File: config.mk
export PLATFORM = sky130hd
export DESIGN_NAME = adc_sample_statistics_monitor_core
export DESIGN_NICKNAME = d
export VERILOG_FILES = /design/src/rtl/core/asmon_pkg.sv /design/src/rtl/core/adc_sample_statistics_monitor_core.sv /design/src/rtl/core/asmon_ram.sv /design/src/rtl/core/asmon_bins.sv /design/src/rtl/core/asmon_stats.sv
export SDC_FILE = /design/constraint.sdc
export NUM_CORES = 2
export LEC_CHECK = 0
export ABC_AREA = 1
export BUFFER_PORTS_ARGS = -buffer_cell sky130_fd_sc_hd__buf_2
export CORE_ASPECT_RATIO = 0.9
export CORE_MARGIN = 8
export CORE_UTILIZATION = 50
export CTS_BUF_LIST = sky130_fd_sc_hd__clkbuf_8 sky130_fd_sc_hd__clkbuf_16
export DETAILED_ROUTE_END_ITERATION = 6
export HOLD_SLACK_MARGIN = 0.12
export PLACE_DENSITY_LB_ADDON = 0.15
export RECOVER_POWER = 50
export SYNTH_ARGS = -nofsm -noshare
export SYNTH_HDL_FRONTEND = slang
export SYNTH_SLANG_ARGS = --single-unit
File: constraint.sdc
create_clock -name clock -period 26.1 [get_ports clock]
set_clock_uncertainty 0.05 [all_clocks]
set_input_delay 1.305 -clock clock [delete_from_list [all_inputs] [get_ports clock]]
set_output_delay 1.305 -clock clock [all_outputs]
set_load 0.005 [all_outputs]
File: src/rtl/core/asmon_pkg.sv
`timescale 1ns / 1ps
// asmon_pkg: shared types and constants of the ADC sample statistics monitor.
// No dependencies.
package asmon_pkg;

   // sample and raw word layout
   localparam int RAW_W     = 16;
   localparam int SAMPLE_W  = 12;
   localparam int UPPER_W   = RAW_W - SAMPLE_W;
   localparam int SUM_W     = 44;
   localparam int SQUARE_W  = 56;
   localparam int OUT_CNT_W = 32;
   localparam int OUT_IDX_W = 3;
   localparam int RSP_DATA_W = 288;

   localparam logic [SAMPLE_W-1:0] SAMPLE_MAX = 12'hFFF;

   // parameter defaults
   localparam int COUNT_WIDTH_DEF = 32;
   localparam int BIN_COUNT_DEF   = 8;

   // band ratio for the pass check: band > floor(count * 99 / 100)
   localparam int PASS_NUM = 99;
   localparam int PASS_DEN = 100;

   // register reset values
   localparam logic [SAMPLE_W-1:0] BAND_LOW_RST  = 12'd1948;
   localparam logic [SAMPLE_W-1:0] BAND_HIGH_RST = 12'd2148;
   localparam logic [SAMPLE_W-1:0] MEAN_LOW_RST  = 12'd1900;
   localparam logic [SAMPLE_W-1:0] MEAN_HIGH_RST = 12'd2200;

   localparam int CSR_ADDR_W = 2;

   typedef enum logic [CSR_ADDR_W-1:0] {
      CSR_BAND_LOW  = 2'd0,
      CSR_BAND_HIGH = 2'd1,
      CSR_MEAN_LOW  = 2'd2,
      CSR_MEAN_HIGH = 2'd3
   } csr_index_type;

   typedef enum logic [2:0] {
      ST_RUN,
      ST_SETTLE,
      ST_EVAL,
      ST_LOAD,
      ST_HOLD
   } state_type;

   // control from the sequencer to the histogram store
   typedef struct packed {
      logic upd;    // count one sample into upd_bin
      logic rd;     // report read of rd_bin
      logic clear;  // drop all bins
   } bins_ctrl_type;

endpackage

File: src/rtl/core/adc_sample_statistics_monitor_core.sv
`timescale 1ns / 1ps
// adc_sample_statistics_monitor_core: top level of the ADC run statistics monitor.
// Depends on asmon_pkg, asmon_stats, asmon_bins (asmon_ram).
//
// Channel  Dir  Handshake              Content
// req_     in   req_tvalid/req_tready  raw ADC word, tlast closes the run
// rsp_     out  rsp_tvalid/rsp_tready  one report per bin, tlast on the final bin
// csr_     in   csr_wen                band and mean limits, write only
//
// During a run one word is taken every cycle; the bin count goes through a
// read-modify-write of the bin RAM with a one-deep forward for repeated bins.
// After the tlast word the sequencer passes SETTLE and EVAL while the last bin write
// lands and the pass flag settles, then LOAD and HOLD per bin, HOLD waiting out any
// rsp stall. The first result is valid in the first HOLD; req_tready stays low from
// the tlast transfer until the final report is taken.
// Reset is synchronous; the bin RAM is not swept, per-bin valid flops mark
// it empty, so the block takes words the cycle after reset is released.
module adc_sample_statistics_monitor_core #(
   parameter int COUNT_WIDTH = asmon_pkg::COUNT_WIDTH_DEF,
   parameter int BIN_COUNT   = asmon_pkg::BIN_COUNT_DEF
) (
   input  logic                                 clock,
   input  logic                                 reset,
   // req_tdata: [15:0] raw_word
   input  logic                                 req_tvalid,
   output logic                                 req_tready,
   input  logic [asmon_pkg::RAW_W-1:0]          req_tdata,
   input  logic                                 req_tlast,
   // rsp_tdata: [2:0] bin_index, [34:3] bin_count, [66:35] sample_count,
   //   [78:67] min_value, [90:79] max_value, [134:91] value_sum,
   //   [190:135] square_sum, [222:191] zero_count, [254:223] upper_set_count,
   //   [286:255] band_count, [287] pass_flag
   output logic                                 rsp_tvalid,
   input  logic                                 rsp_tready,
   output logic [asmon_pkg::RSP_DATA_W-1:0]     rsp_tdata,
   output logic                                 rsp_tlast,
   input  logic                                 csr_wen,
   input  logic [asmon_pkg::CSR_ADDR_W-1:0]     csr_addr,
   input  logic [asmon_pkg::SAMPLE_W-1:0]       csr_wdata
);

   localparam int SW    = asmon_pkg::SAMPLE_W;
   localparam int BIN_W = $clog2(BIN_COUNT);
   localparam int BPW   = SW + BIN_W;
   localparam logic [BIN_W-1:0] LAST_BIN = BIN_W'(BIN_COUNT - 1);

   // configuration
   logic [SW-1:0] band_low_ff, band_high_ff, mean_low_ff, mean_high_ff;

   // sequencer
   asmon_pkg::state_type     state_ff, state_in;
   logic [BIN_W-1:0]         bin_ff, bin_in;
   asmon_pkg::bins_ctrl_type bins_ctrl;
   logic [BIN_W-1:0]         rd_bin;
   logic                     rsp_load;
   logic                     rsp_take;
   logic                     stats_clear;
   logic                     accept;
   logic                     take;

   // sample to bin: (s * BIN_COUNT) >> 12
   logic [BPW-1:0]           bin_prod;
   logic [BIN_W-1:0]         upd_bin;

   // statistics
   logic                              full;
   logic [COUNT_WIDTH-1:0]            count;
   logic [SW-1:0]                     min_value, max_value;
   logic [asmon_pkg::SUM_W-1:0]       value_sum;
   logic [asmon_pkg::SQUARE_W-1:0]    square_sum;
   logic [COUNT_WIDTH-1:0]            zero_count, upper_count, band_count;
   logic                              pass;
   logic [COUNT_WIDTH-1:0]            rd_count;

   // result register
   logic                              rsp_tvalid_ff;
   logic [asmon_pkg::RSP_DATA_W-1:0]  rsp_tdata_ff;
   logic                              rsp_tlast_ff;

   // ---------------------------------------------------------------- config
   always_ff @(posedge clock) begin
      if (reset) begin
         band_low_ff  <= asmon_pkg::BAND_LOW_RST;
         band_high_ff <= asmon_pkg::BAND_HIGH_RST;
         mean_low_ff  <= asmon_pkg::MEAN_LOW_RST;
         mean_high_ff <= asmon_pkg::MEAN_HIGH_RST;
      end else if (csr_wen) begin
         case (asmon_pkg::csr_index_type'(csr_addr))
            asmon_pkg::CSR_BAND_LOW: begin
               band_low_ff <= csr_wdata;
            end
            asmon_pkg::CSR_BAND_HIGH: begin
               band_high_ff <= csr_wdata;
            end
            asmon_pkg::CSR_MEAN_LOW: begin
               mean_low_ff <= csr_wdata;
            end
            asmon_pkg::CSR_MEAN_HIGH: begin
               mean_high_ff <= csr_wdata;
            end
            default: begin
            end
         endcase
      end
   end

   // ---------------------------------------------------------------- input side
   assign accept   = req_tvalid && req_tready;
   // a full counter drops the word but a tlast on it still reports
   assign take     = accept && !full;
   assign bin_prod = BPW'(req_tdata[SW-1:0]) * BPW'(BIN_COUNT);
   assign upd_bin  = bin_prod[BPW-1:SW];

   // ---------------------------------------------------------------- sequencer
   always_ff @(posedge clock) begin
      if (reset) begin
         state_ff <= asmon_pkg::ST_RUN;
         bin_ff   <= '0;
      end else begin
         state_ff <= state_in;
         bin_ff   <= bin_in;
      end
   end

   always_comb begin
      state_in    = state_ff;
      bin_in      = bin_ff;
      bins_ctrl   = '0;
      rd_bin      = '0;
      rsp_load    = 1'b0;
      rsp_take    = 1'b0;
      stats_clear = 1'b0;
      req_tready  = 1'b0;
      case (state_ff)
         asmon_pkg::ST_RUN: begin
            req_tready    = 1'b1;
            bins_ctrl.upd = take;
            if (accept && req_tlast) begin
               state_in = asmon_pkg::ST_SETTLE;
            end
         end
         asmon_pkg::ST_SETTLE: begin
            // last bin write lands, pass products register
            state_in = asmon_pkg::ST_EVAL;
         end
         asmon_pkg::ST_EVAL: begin
            bins_ctrl.rd = 1'b1;
            rd_bin       = '0;
            bin_in       = '0;
            state_in     = asmon_pkg::ST_LOAD;
         end
         asmon_pkg::ST_LOAD: begin
            rsp_load = 1'b1;
            state_in = asmon_pkg::ST_HOLD;
         end
         asmon_pkg::ST_HOLD: begin
            if (rsp_tready) begin
               rsp_take = 1'b1;
               if (bin_ff == LAST_BIN) begin
                  bins_ctrl.clear = 1'b1;
                  stats_clear     = 1'b1;
                  state_in        = asmon_pkg::ST_RUN;
               end else begin
                  bins_ctrl.rd = 1'b1;
                  rd_bin       = bin_ff + BIN_W'(1);
                  bin_in       = bin_ff + BIN_W'(1);
                  state_in     = asmon_pkg::ST_LOAD;
               end
            end
         end
         default: begin
            state_in = asmon_pkg::ST_RUN;
         end
      endcase
   end

   // ---------------------------------------------------------------- datapath
   asmon_stats #(
      .COUNT_WIDTH (COUNT_WIDTH)
   ) u_stats (
      .clock       (clock),
      .reset       (reset),
      .take        (take),
      .clear       (stats_clear),
      .raw_word    (req_tdata),
      .band_low    (band_low_ff),
      .band_high   (band_high_ff),
      .mean_low    (mean_low_ff),
      .mean_high   (mean_high_ff),
      .full        (full),
      .count       (count),
      .min_value   (min_value),
      .max_value   (max_value),
      .value_sum   (value_sum),
      .square_sum  (square_sum),
      .zero_count  (zero_count),
      .upper_count (upper_count),
      .band_count  (band_count),
      .pass        (pass)
   );

   asmon_bins #(
      .COUNT_WIDTH (COUNT_WIDTH),
      .BIN_COUNT   (BIN_COUNT)
   ) u_bins (
      .clock    (clock),
      .reset    (reset),
      .ctrl     (bins_ctrl),
      .upd_bin  (upd_bin),
      .rd_bin   (rd_bin),
      .rd_count (rd_count)
   );

   // ---------------------------------------------------------------- result
   always_ff @(posedge clock) begin
      if (reset) begin
         rsp_tvalid_ff <= 1'b0;
      end else if (rsp_load) begin
         rsp_tvalid_ff <= 1'b1;
      end else if (rsp_take) begin
         rsp_tvalid_ff <= 1'b0;
      end
   end

   always_ff @(posedge clock) begin
      if (rsp_load) begin
         rsp_tdata_ff <= {pass,
                          asmon_pkg::OUT_CNT_W'(band_count),
                          asmon_pkg::OUT_CNT_W'(upper_count),
                          asmon_pkg::OUT_CNT_W'(zero_count),
                          square_sum,
                          value_sum,
                          max_value,
                          min_value,
                          asmon_pkg::OUT_CNT_W'(count),
                          asmon_pkg::OUT_CNT_W'(rd_count),
                          asmon_pkg::OUT_IDX_W'(bin_ff)};
         rsp_tlast_ff <= (bin_ff == LAST_BIN);
      end
   end

   assign rsp_tvalid = rsp_tvalid_ff;
   assign rsp_tdata  = rsp_tdata_ff;
   assign rsp_tlast  = rsp_tlast_ff;

   // ---------------------------------------------------------------- checks
   // input and report never overlap
   a_no_overlap: assert property (@(posedge clock) disable iff (reset)
      !(req_tready && rsp_tvalid))
      else $error("input accepted while a report is pending");

   // first report appears a fixed time after the closing word
   a_report_start: assert property (@(posedge clock) disable iff (reset)
      (req_tvalid && req_tready && req_tlast) |-> ##4 rsp_tvalid)
      else $error("report did not start after last word");

   // after the final bin the block is ready for the next run
   a_run_resume: assert property (@(posedge clock) disable iff (reset)
      (rsp_tvalid && rsp_tready && rsp_tlast) |=> req_tready)
      else $error("input not reopened after report");

endmodule

File: src/rtl/core/asmon_ram.sv
`timescale 1ns / 1ps
// asmon_ram: generic single-write, single-read RAM with registered read.
// Depends on asmon_pkg for defaults.
module asmon_ram #(
   parameter int WIDTH = asmon_pkg::COUNT_WIDTH_DEF,
   parameter int DEPTH = asmon_pkg::BIN_COUNT_DEF,
   localparam int AW = $clog2(DEPTH)
) (
   input  logic             clock,
   input  logic             wr_en,
   input  logic [AW-1:0]    wr_addr,
   input  logic [WIDTH-1:0] wr_data,
   input  logic [AW-1:0]    rd_addr,
   output logic [WIDTH-1:0] rd_data
);

   logic [WIDTH-1:0] mem [DEPTH];
   logic [WIDTH-1:0] rd_data_ff;

   always_ff @(posedge clock) begin
      if (wr_en) begin
         mem[wr_addr] <= wr_data;
      end
      rd_data_ff <= mem[rd_addr];
   end

   assign rd_data = rd_data_ff;

endmodule

File: src/rtl/core/asmon_bins.sv
`timescale 1ns / 1ps
// asmon_bins: histogram store, read-modify-write of bin counts in asmon_ram.
// Depends on asmon_pkg and asmon_ram.
module asmon_bins #(
   parameter int COUNT_WIDTH = asmon_pkg::COUNT_WIDTH_DEF,
   parameter int BIN_COUNT   = asmon_pkg::BIN_COUNT_DEF,
   localparam int BIN_W = $clog2(BIN_COUNT)
) (
   input  logic                     clock,
   input  logic                     reset,
   input  asmon_pkg::bins_ctrl_type ctrl,
   input  logic [BIN_W-1:0]         upd_bin,
   input  logic [BIN_W-1:0]         rd_bin,
   output logic [COUNT_WIDTH-1:0]   rd_count
);

   logic [BIN_W-1:0]       addr;
   logic [BIN_W-1:0]       addr_ff;
   logic                   upd_ff;
   logic [BIN_COUNT-1:0]   valid_ff;
   logic                   fwd_ff;
   logic [BIN_W-1:0]       fwd_addr_ff;
   logic [COUNT_WIDTH-1:0] fwd_data_ff;
   logic [COUNT_WIDTH-1:0] ram_q;
   logic [COUNT_WIDTH-1:0] cur;
   logic [COUNT_WIDTH-1:0] wr_data;

   assign addr = ctrl.rd ? rd_bin : upd_bin;

   asmon_ram #(
      .WIDTH (COUNT_WIDTH),
      .DEPTH (BIN_COUNT)
   ) u_ram (
      .clock   (clock),
      .wr_en   (upd_ff),
      .wr_addr (addr_ff),
      .wr_data (wr_data),
      .rd_addr (addr),
      .rd_data (ram_q)
   );

   // RAM read captures pre-write data, so the previous write is forwarded.
   // Entries never written since the last clear read as zero.
   always_comb begin
      if (fwd_ff && (fwd_addr_ff == addr_ff)) begin
         cur = fwd_data_ff;
      end else if (valid_ff[addr_ff]) begin
         cur = ram_q;
      end else begin
         cur = '0;
      end
   end

   assign wr_data  = cur + COUNT_WIDTH'(1);
   assign rd_count = cur;

   always_ff @(posedge clock) begin
      addr_ff     <= addr;
      fwd_addr_ff <= addr_ff;
      fwd_data_ff <= wr_data;
   end

   always_ff @(posedge clock) begin
      if (reset) begin
         upd_ff   <= 1'b0;
         fwd_ff   <= 1'b0;
         valid_ff <= '0;
      end else begin
         upd_ff <= ctrl.upd;
         fwd_ff <= upd_ff && !ctrl.clear;
         if (ctrl.clear) begin
            valid_ff <= '0;
         end else if (upd_ff) begin
            valid_ff[addr_ff] <= 1'b1;
         end
      end
   end

endmodule

File: src/rtl/core/asmon_stats.sv
`timescale 1ns / 1ps
// asmon_stats: scalar run accumulators and the registered pass evaluation.
// Depends on asmon_pkg.
module asmon_stats #(
   parameter int COUNT_WIDTH = asmon_pkg::COUNT_WIDTH_DEF
) (
   input  logic                              clock,
   input  logic                              reset,
   input  logic                              take,
   input  logic                              clear,
   input  logic [asmon_pkg::RAW_W-1:0]       raw_word,
   input  logic [asmon_pkg::SAMPLE_W-1:0]    band_low,
   input  logic [asmon_pkg::SAMPLE_W-1:0]    band_high,
   input  logic [asmon_pkg::SAMPLE_W-1:0]    mean_low,
   input  logic [asmon_pkg::SAMPLE_W-1:0]    mean_high,
   output logic                              full,
   output logic [COUNT_WIDTH-1:0]            count,
   output logic [asmon_pkg::SAMPLE_W-1:0]    min_value,
   output logic [asmon_pkg::SAMPLE_W-1:0]    max_value,
   output logic [asmon_pkg::SUM_W-1:0]       value_sum,
   output logic [asmon_pkg::SQUARE_W-1:0]    square_sum,
   output logic [COUNT_WIDTH-1:0]            zero_count,
   output logic [COUNT_WIDTH-1:0]            upper_count,
   output logic [COUNT_WIDTH-1:0]            band_count,
   output logic                              pass
);

   localparam int SW   = asmon_pkg::SAMPLE_W;
   localparam int PW   = COUNT_WIDTH + SW;
   localparam int CMPW = (PW > asmon_pkg::SUM_W) ? PW : asmon_pkg::SUM_W;
   localparam int NW   = COUNT_WIDTH + 8;

   logic [SW-1:0]                  sample;
   logic                           upper_set;
   logic                           in_band;
   logic [2*SW-1:0]                square;

   logic [COUNT_WIDTH-1:0]         count_ff, count_in;
   logic [SW-1:0]                  min_ff, min_in;
   logic [SW-1:0]                  max_ff, max_in;
   logic [asmon_pkg::SUM_W-1:0]    sum_ff, sum_in;
   logic [asmon_pkg::SQUARE_W-1:0] sq_ff, sq_in;
   logic [COUNT_WIDTH-1:0]         zero_ff, zero_in;
   logic [COUNT_WIDTH-1:0]         upper_ff, upper_in;
   logic [COUNT_WIDTH-1:0]         band_ff, band_in;

   logic [PW-1:0]                  lo_prod_ff;
   logic [PW-1:0]                  hi_prod_ff;
   logic [NW-1:0]                  n_scaled_ff;
   logic [NW-1:0]                  b_scaled_ff;
   logic [asmon_pkg::SUM_W-1:0]    sum_s_ff;
   logic                           nz_ff;
   logic                           pass_ff;

   assign sample    = raw_word[SW-1:0];
   assign upper_set = (raw_word[asmon_pkg::RAW_W-1:SW] != '0);
   assign in_band   = (sample >= band_low) && (sample <= band_high);
   assign square    = (2*SW)'(sample) * (2*SW)'(sample);
   assign full      = (count_ff == '1);

   always_comb begin
      count_in = count_ff;
      min_in   = min_ff;
      max_in   = max_ff;
      sum_in   = sum_ff;
      sq_in    = sq_ff;
      zero_in  = zero_ff;
      upper_in = upper_ff;
      band_in  = band_ff;
      if (clear) begin
         count_in = '0;
         min_in   = asmon_pkg::SAMPLE_MAX;
         max_in   = '0;
         sum_in   = '0;
         sq_in    = '0;
         zero_in  = '0;
         upper_in = '0;
         band_in  = '0;
      end else if (take) begin
         count_in = count_ff + COUNT_WIDTH'(1);
         if (sample < min_ff) begin
            min_in = sample;
         end
         if (sample > max_ff) begin
            max_in = sample;
         end
         sum_in = sum_ff + asmon_pkg::SUM_W'(sample);
         sq_in  = sq_ff + asmon_pkg::SQUARE_W'(square);
         if (sample == '0) begin
            zero_in = zero_ff + COUNT_WIDTH'(1);
         end
         if (upper_set) begin
            upper_in = upper_ff + COUNT_WIDTH'(1);
         end
         if (in_band) begin
            band_in = band_ff + COUNT_WIDTH'(1);
         end
      end
   end

   always_ff @(posedge clock) begin
      if (reset) begin
         count_ff <= '0;
         min_ff   <= asmon_pkg::SAMPLE_MAX;
         max_ff   <= '0;
         sum_ff   <= '0;
         sq_ff    <= '0;
         zero_ff  <= '0;
         upper_ff <= '0;
         band_ff  <= '0;
      end else begin
         count_ff <= count_in;
         min_ff   <= min_in;
         max_ff   <= max_in;
         sum_ff   <= sum_in;
         sq_ff    <= sq_in;
         zero_ff  <= zero_in;
         upper_ff <= upper_in;
         band_ff  <= band_in;
      end
   end

   // Pass check, two register stages behind the accumulators.
   // band > floor(99n/100) is evaluated as 99n < 100*band.
   always_ff @(posedge clock) begin
      lo_prod_ff  <= PW'(mean_low) * PW'(count_ff);
      hi_prod_ff  <= PW'(mean_high) * PW'(count_ff);
      n_scaled_ff <= NW'(count_ff) * NW'(asmon_pkg::PASS_NUM);
      b_scaled_ff <= NW'(band_ff) * NW'(asmon_pkg::PASS_DEN);
      sum_s_ff    <= sum_ff;
      nz_ff       <= (count_ff != '0);
      pass_ff     <= nz_ff
                     && (CMPW'(sum_s_ff) > CMPW'(lo_prod_ff))
                     && (CMPW'(sum_s_ff) < CMPW'(hi_prod_ff))
                     && (n_scaled_ff < b_scaled_ff);
   end

   assign count       = count_ff;
   assign min_value   = min_ff;
   assign max_value   = max_ff;
   assign value_sum   = sum_ff;
   assign square_sum  = sq_ff;
   assign zero_count  = zero_ff;
   assign upper_count = upper_ff;
   assign band_count  = band_ff;
   assign pass        = pass_ff;

endmodule
# Yosys cells after proc, flatten, opt, wreduce, memory -nomap -nowiden
# Memories as Yosys holds them, arrays and structs flattened. A register that Yosys moved wholly into a read port is not among the register bits.
# Cells that the tools add are included.
# word_totals
romBits	0
mem_bits_rw	256
regBits	854
in_bits	36
latchBits	0
elab_cells	133
mem_count	1
# memory_table
name	depth	width	rd	rd_ports_with_merged_regs	write_ports	line	rtl
u_bins.u_ram.mem	8	32	1	1	1	asmon_ram.sv:17	logic [WIDTH-1:0] mem [DEPTH];
# classes
eq_ne	13
add_sub_neg	8
multipliers	5
shift	0
reduce_logical	33
n_mux	32
bitwise	2
div_mod_pow	0
order_cmp	9
# ops
operator	n
32-bit by 1-bit adder with 32-bit output (second input constant)	5
12-bit by 32-bit multiplier with 44-bit output	2
32-bit two-way mux	2
56-bit by 24-bit adder with 56-bit output	1
44-bit by 12-bit adder with 44-bit output	1
44-bit greater-than comparator	1
44-bit < comparator	1
39-bit < comparator	1
32-bit by 7-bit multiplier with 39-bit output (second input constant)	1
32-bit by 5-bit multiplier with 37-bit output (second input constant)	1
32-bit equality test (second input constant)	1
32-bit nonzero test	1
12-bit by 12-bit multiplier with 24-bit output	1
3-bit two-way mux	8
2-bit AND reduction	10
1-bit two-way mux	15
3-bit one-hot mux with 5 select lines	1
12-bit greater-or-equal comparator	1
12-bit greater-than comparator	1
12-bit <= comparator	1
12-bit logical NOT	1
12-bit < comparator	1
1-bit logical AND	10
8-bit OR	1
other kinds (23)	33

# Logic depth before layout (Yosys ltp)
# depth
word_depth	6
mapped_depth	27
depth_no_buf	26

# Cells and area by module
# Synthesis repeated with hierarchy kept, for this count alone.
# unflattened
hier_cells	10736
hier_area_um2	87268.7
# modules_own_cells
mod	seq_area_each_um2	cells_per_inst	area_per_inst_um2	n_inst
asmon_stats	9208.8	8510	61292.5	1
asmon_ram	8328.0	1156	11872.6	1
adc_sample_statistics_monitor_core	9779.4	568	10754.1	1
asmon_bins	960.9	502	3349.5	1

# Worst setup path after synthesis
# No wires, ideal clock.
# synth_timing
path_kind	flip-flop to flip-flop
start	register state_ff[1]
end	register rsp_tvalid_ff, in the netlist rsp_tvalid
path_slack_ns	12.487
n_path_buf	0
stages_incl_launch_ff	5
t_arrival_ns	13.455
period_less_slack_ns	13.613
path_cell_list	dfxtp_1 nand2_1 nor2_1 inv_1 a21oi_1
# synth_via
elab_chain_len	3
# synth_rtl
item	line	rtl
start, declared	adc_sample_statistics_monitor_core.sv:51	asmon_pkg::state_type state_ff, state_in;
start signal, assigned	adc_sample_statistics_monitor_core.sv:117	state_ff <= asmon_pkg::ST_RUN;
start signal, assigned	adc_sample_statistics_monitor_core.sv:120	state_ff <= state_in;
3-bit by 2-bit equality test with 1-bit output *	adc_sample_statistics_monitor_core.sv:134	case (state_ff)
1-bit two-way mux *	adc_sample_statistics_monitor_core.sv:134	
via rsp_load	adc_sample_statistics_monitor_core.sv:55	logic rsp_load;
1-bit two-way mux / 2-bit nonzero test (equally long branches)	--	
end signal, assigned	adc_sample_statistics_monitor_core.sv:217	rsp_tvalid_ff <= 1'b0;
end signal, assigned	adc_sample_statistics_monitor_core.sv:219	rsp_tvalid_ff <= 1'b1;
end signal, assigned	adc_sample_statistics_monitor_core.sv:221	rsp_tvalid_ff <= 1'b0;
end, declared	adc_sample_statistics_monitor_core.sv:76	logic rsp_tvalid_ff;
# The timed path passes the listed nets; every way through them passes the cells marked *.
# A chain may end at the register's enable or synchronous reset.

# Final worst setup path
# layout_timing
start	register state_ff[0]
end	register rsp_tdata_ff, in the netlist rsp_tdata[108] (enable)
# layout_via
elab_chain_len	2
# layout_rtl
item	line	rtl
3-bit by 2-bit equality test with 1-bit output	adc_sample_statistics_monitor_core.sv:134	
1-bit two-way mux	adc_sample_statistics_monitor_core.sv:134	
via rsp_load	adc_sample_statistics_monitor_core.sv:55	
end signal, assigned	adc_sample_statistics_monitor_core.sv:227	rsp_tdata_ff <= {pass,
end, declared	adc_sample_statistics_monitor_core.sv:77	logic [asmon_pkg::RSP_DATA_W-1:0] rsp_tdata_ff;
# The timed path passes the listed nets, and every way through them passes these cells.

==> metrics.txt <==
Vias/cell 5.27; ratio of cells with drive above 1 in the final layout 0.0491; post-synthesis mux area share 0; Hold Path Origin u_stats.value_sum[6]; drt first pass iters 7; Net Sw Frac 0.325; Gate power share 0.244; Tmin final 9.83 ns; Reg2Reg Depth 5; vias after detailed routing 66300; Flop pwr share 0.398; Int Pwr 0.00338 W; nets@finish 11700; Crit path required time 26.46 ns; FF-to-FF End rsp_tdata[108]; grt total ovfl 0; hold path endpoint u_stats.sum_s_ff[6]; Synth Register Bits 1140; dpl hpwl 185000 µm; placed cell area 88500 µm²; Synth Instances 10000; vias in the first global route 66400; Max-slew headroom -5.05; post-synth top area cell edfxtp_1; gpl congestion 0.971; initial antenna violation count 18; CTS tree yes; overall power 0.00501 W; global-route wire length before repair 383000 µm; port bufs 326; Post-Synth XOR/XNOR Area 0.0265; cts bufs inserted 120; Setup crit end kind register; Row Count 143; Arr. time, crit path 10.19 ns; P_leak 44.6 nW; final instance count without filler cells 12600; fillers 15800; Mapped Area 84700 µm²; Setup CP Type reg2reg; Main synth FF type dfxtp_1; EDFF count, synth 545; crit share post-route 0.377; Setup TNS 0 ns; Clk pwr share 0.358; Area contributors post-synth edfxtp_1 (19%), fa_1 (18%), dfxtp_1 (14%), inv_1 (9.7%), ha_1 (9.6%); commonest cells after routing, fill and taps aside inv_1 (2223), nand2_1 (2068), fa_1 (779); status finished, violations left; CTS Buffer Depth 3; worst-path maximum fanout 133; Max Cap Viol 36; reg2reg start state_ff[0]; CTS sink count 1140; fin. max-slew vios 1312; sequential element share of the synthesized area 0.334; flop-to-flop setup slack 16.27 ns; Die W 450 µm; worst slew pin tran 9.08 ns; largest family of logic cells by synthesized area adder cells; Post-CTS Setup Bufs 0; NetSw 0.00162 W; CP startpoint kind register; fmax 0.102 GHz; DRC violations left 2; Ys Warns 0; Worst Hold Class reg2reg; adder-cell share of the synthesized area 0.280; largest net degree at the start of global routing 134; design area 92300 µm²; Clk pin slew, worst setup/hold paths 0.06 ns; placed cell count 12300; total track usage 0.263; routed length per instance 19.4 µm; core area 169000 µm²; DR iter-0 viols 5213; die footprint 183000 µm²; post-route ant nets 0; Syn Area/Cell 8.45 µm²; clk root buf clkbuf_16; Starting Density 0.503; Final Routed Wirelength 244000 µm; final worst setup slack 16.27 ns; die height 407 µm; Power Dens Cells 54.2 nW/µm²; post-cts resize count 0; CTS H-tree lvls 3; Post-CTS Hold Fix Bufs 0; post-synthesis compound-gate area fraction 0.0770; area grow syn2layout 8.90%; violated checks DRC, capacitance limit, slew limit; Netlist cell types 56; Place WS 19.42 ns; net count after synthesis 11500; top-level port count 327; simple-gate portion of the synthesized area 0.168; Clock Latency Late Sink 0.79 ns; Hold Fails Final Rpt 0; Final setup viols 0; Peak VDD IR 0.0960 mV; ys async rst share 0; most common cell after layout, fill and taps aside inv_1; unrepaired setup endpoints after global routing no; share of the synthesized area in the top cell type 0.193; hold path depth 0
-- worst max-delay path by stage --
| stage | start | slack (ns) | endpoint | cells after the start |
|---|---|---|---|---|
| CTS | mean_low_ff[8] | 19.88 | u_stats.lo_prod_ff[36] | 19 |
| finish | state_ff[0] | 16.27 | rsp_tdata[108] | 5 |
| global route | state_ff[1] | 15.48 | rsp_tdata[109] | 5 |
| global placement | req_tdata[11] | 19.47 | u_stats.square_sum[53] | 21 |
| floorplan | state_ff[1] | 12.49 | rsp_tvalid | 4 |
| detailed placement | req_tdata[11] | 19.42 | u_stats.square_sum[45] | 21 |
-- power by group through the flow --
stage / combinational, W / clock, W / sequential (W)
final: 0.00122 / 0.00179 / 0.00199
after global routing: 0.00140 / 0.00190 / 0.00200
after CTS: 0.00122 / 0.00183 / 0.00199
after detailed placement: 0.00121 / 0 / 0.00203
after global placement: 0.00120 / 0 / 0.00203
after floorplan: 0.000908 / 0 / 0.00200
-- per-stage QoR --
stage | hold WS (ns) | utilization
6_report | 0.349 | 0.548
2_1_floorplan | 0.297 | -
3_3_place_gp | 0.332 | 0.525
5_1_grt | 0.364 | 0.547
4_1_cts | 0.352 | 0.550
3_5_place_dp | 0.339 | 0.525
-- cell families (layout without fill, tap and decap cells) --
kind of cell / Yosys count / after routing
other cells: 0 / 6
flops: 1140 / 1140
compound gates: 1206 / 1206
buf+inv: 2552 / 2848
simple gates: 3448 / 3448
fa+ha+maj: 1428 / 1428
xor+xnor: 256 / 256
-- per-layer routing --
layer / vias up / global-route usage / part of all wire
li1: 31600 / - / -
met1: 32200 / 0.370 / 0.45
met2: 2161 / 0.425 / 0.45
met3: 402 / 0.0396 / 0.067
met4: 0 / 0.0762 / 0.032
met5: - / 0 / 0
-- cell type report --
cell class / count / area (µm²) / area share
well taps: 2247 / 2810 / 0.0305
inverters: 2208 / 8290 / 0.0899
diodes: 6 / 15.0 / 0.000163
clock inverters: 84 / 803 / 0.00870
repair buffers: 411 / 1950 / 0.0212
clock buffers: 145 / 3390 / 0.0368
multi-input cells: 6338 / 46700 / 0.506
flip-flops and latches: 1140 / 28300 / 0.306
-- registers in the layout, indices dropped and copies added (netlist names), 32 cells and up --
| name | cells |
|---|---|
| rsp_tdata | 288 |
| u_bins.u_ram.mem | 256 |
| u_stats.square_sum | 56 |
| u_stats.hi_prod_ff | 44 |
| u_stats.lo_prod_ff | 44 |
| u_stats.sum_s_ff | 44 |
| u_stats.value_sum | 44 |
| u_stats.b_scaled_ff | 37 |
| u_stats.n_scaled_ff | 37 |
| u_bins.fwd_data_ff | 32 |
| u_bins.u_ram.rd_data | 32 |
| u_stats.band_count | 32 |
| u_stats.count | 32 |
| u_stats.upper_count | 32 |
| u_stats.zero_count | 32 |
-- Yosys cell counts, types with 3 or more instances --
library cell  count
buf_4             9
o21bai_1         16
ha_1            649
nand2_1        2050
o21ai_0         397
a31oi_1          22
a211oi_1         14
edfxtp_1        545
and3_1            6
nand2_4           7
buf_2            28
nor4_1           34
nor3_1          133
nor2_1          746
o22ai_1          34
o21a_1           21
nand3b_1          5
a21oi_1         523
nand2_2          31
xnor2_1          77
o211ai_1         67
o2111ai_1         3
inv_2            11
nor3b_1          16
nand3_1         239
clkbuf_1        277
a21boi_0         10
a21o_1           21
or2_2             8
inv_1          2196
o21ai_2           3
nor2_4            3
buf_6            11
dfxtp_1         595
nor2_2           15
o21ai_1          67
xor2_1          179
fa_1            779
buf_1            18
nand4_1         142
-- critical path: stages (launching register included) --
cell and delay [ns]:
dfxtp_1 0.41, nand2_1 0.14, nor2_4 0.09, clkbuf_1 6.26, buf_4 1.47, buf_4 0.83
Note: power is estimated with default switching activity, not from simulation.
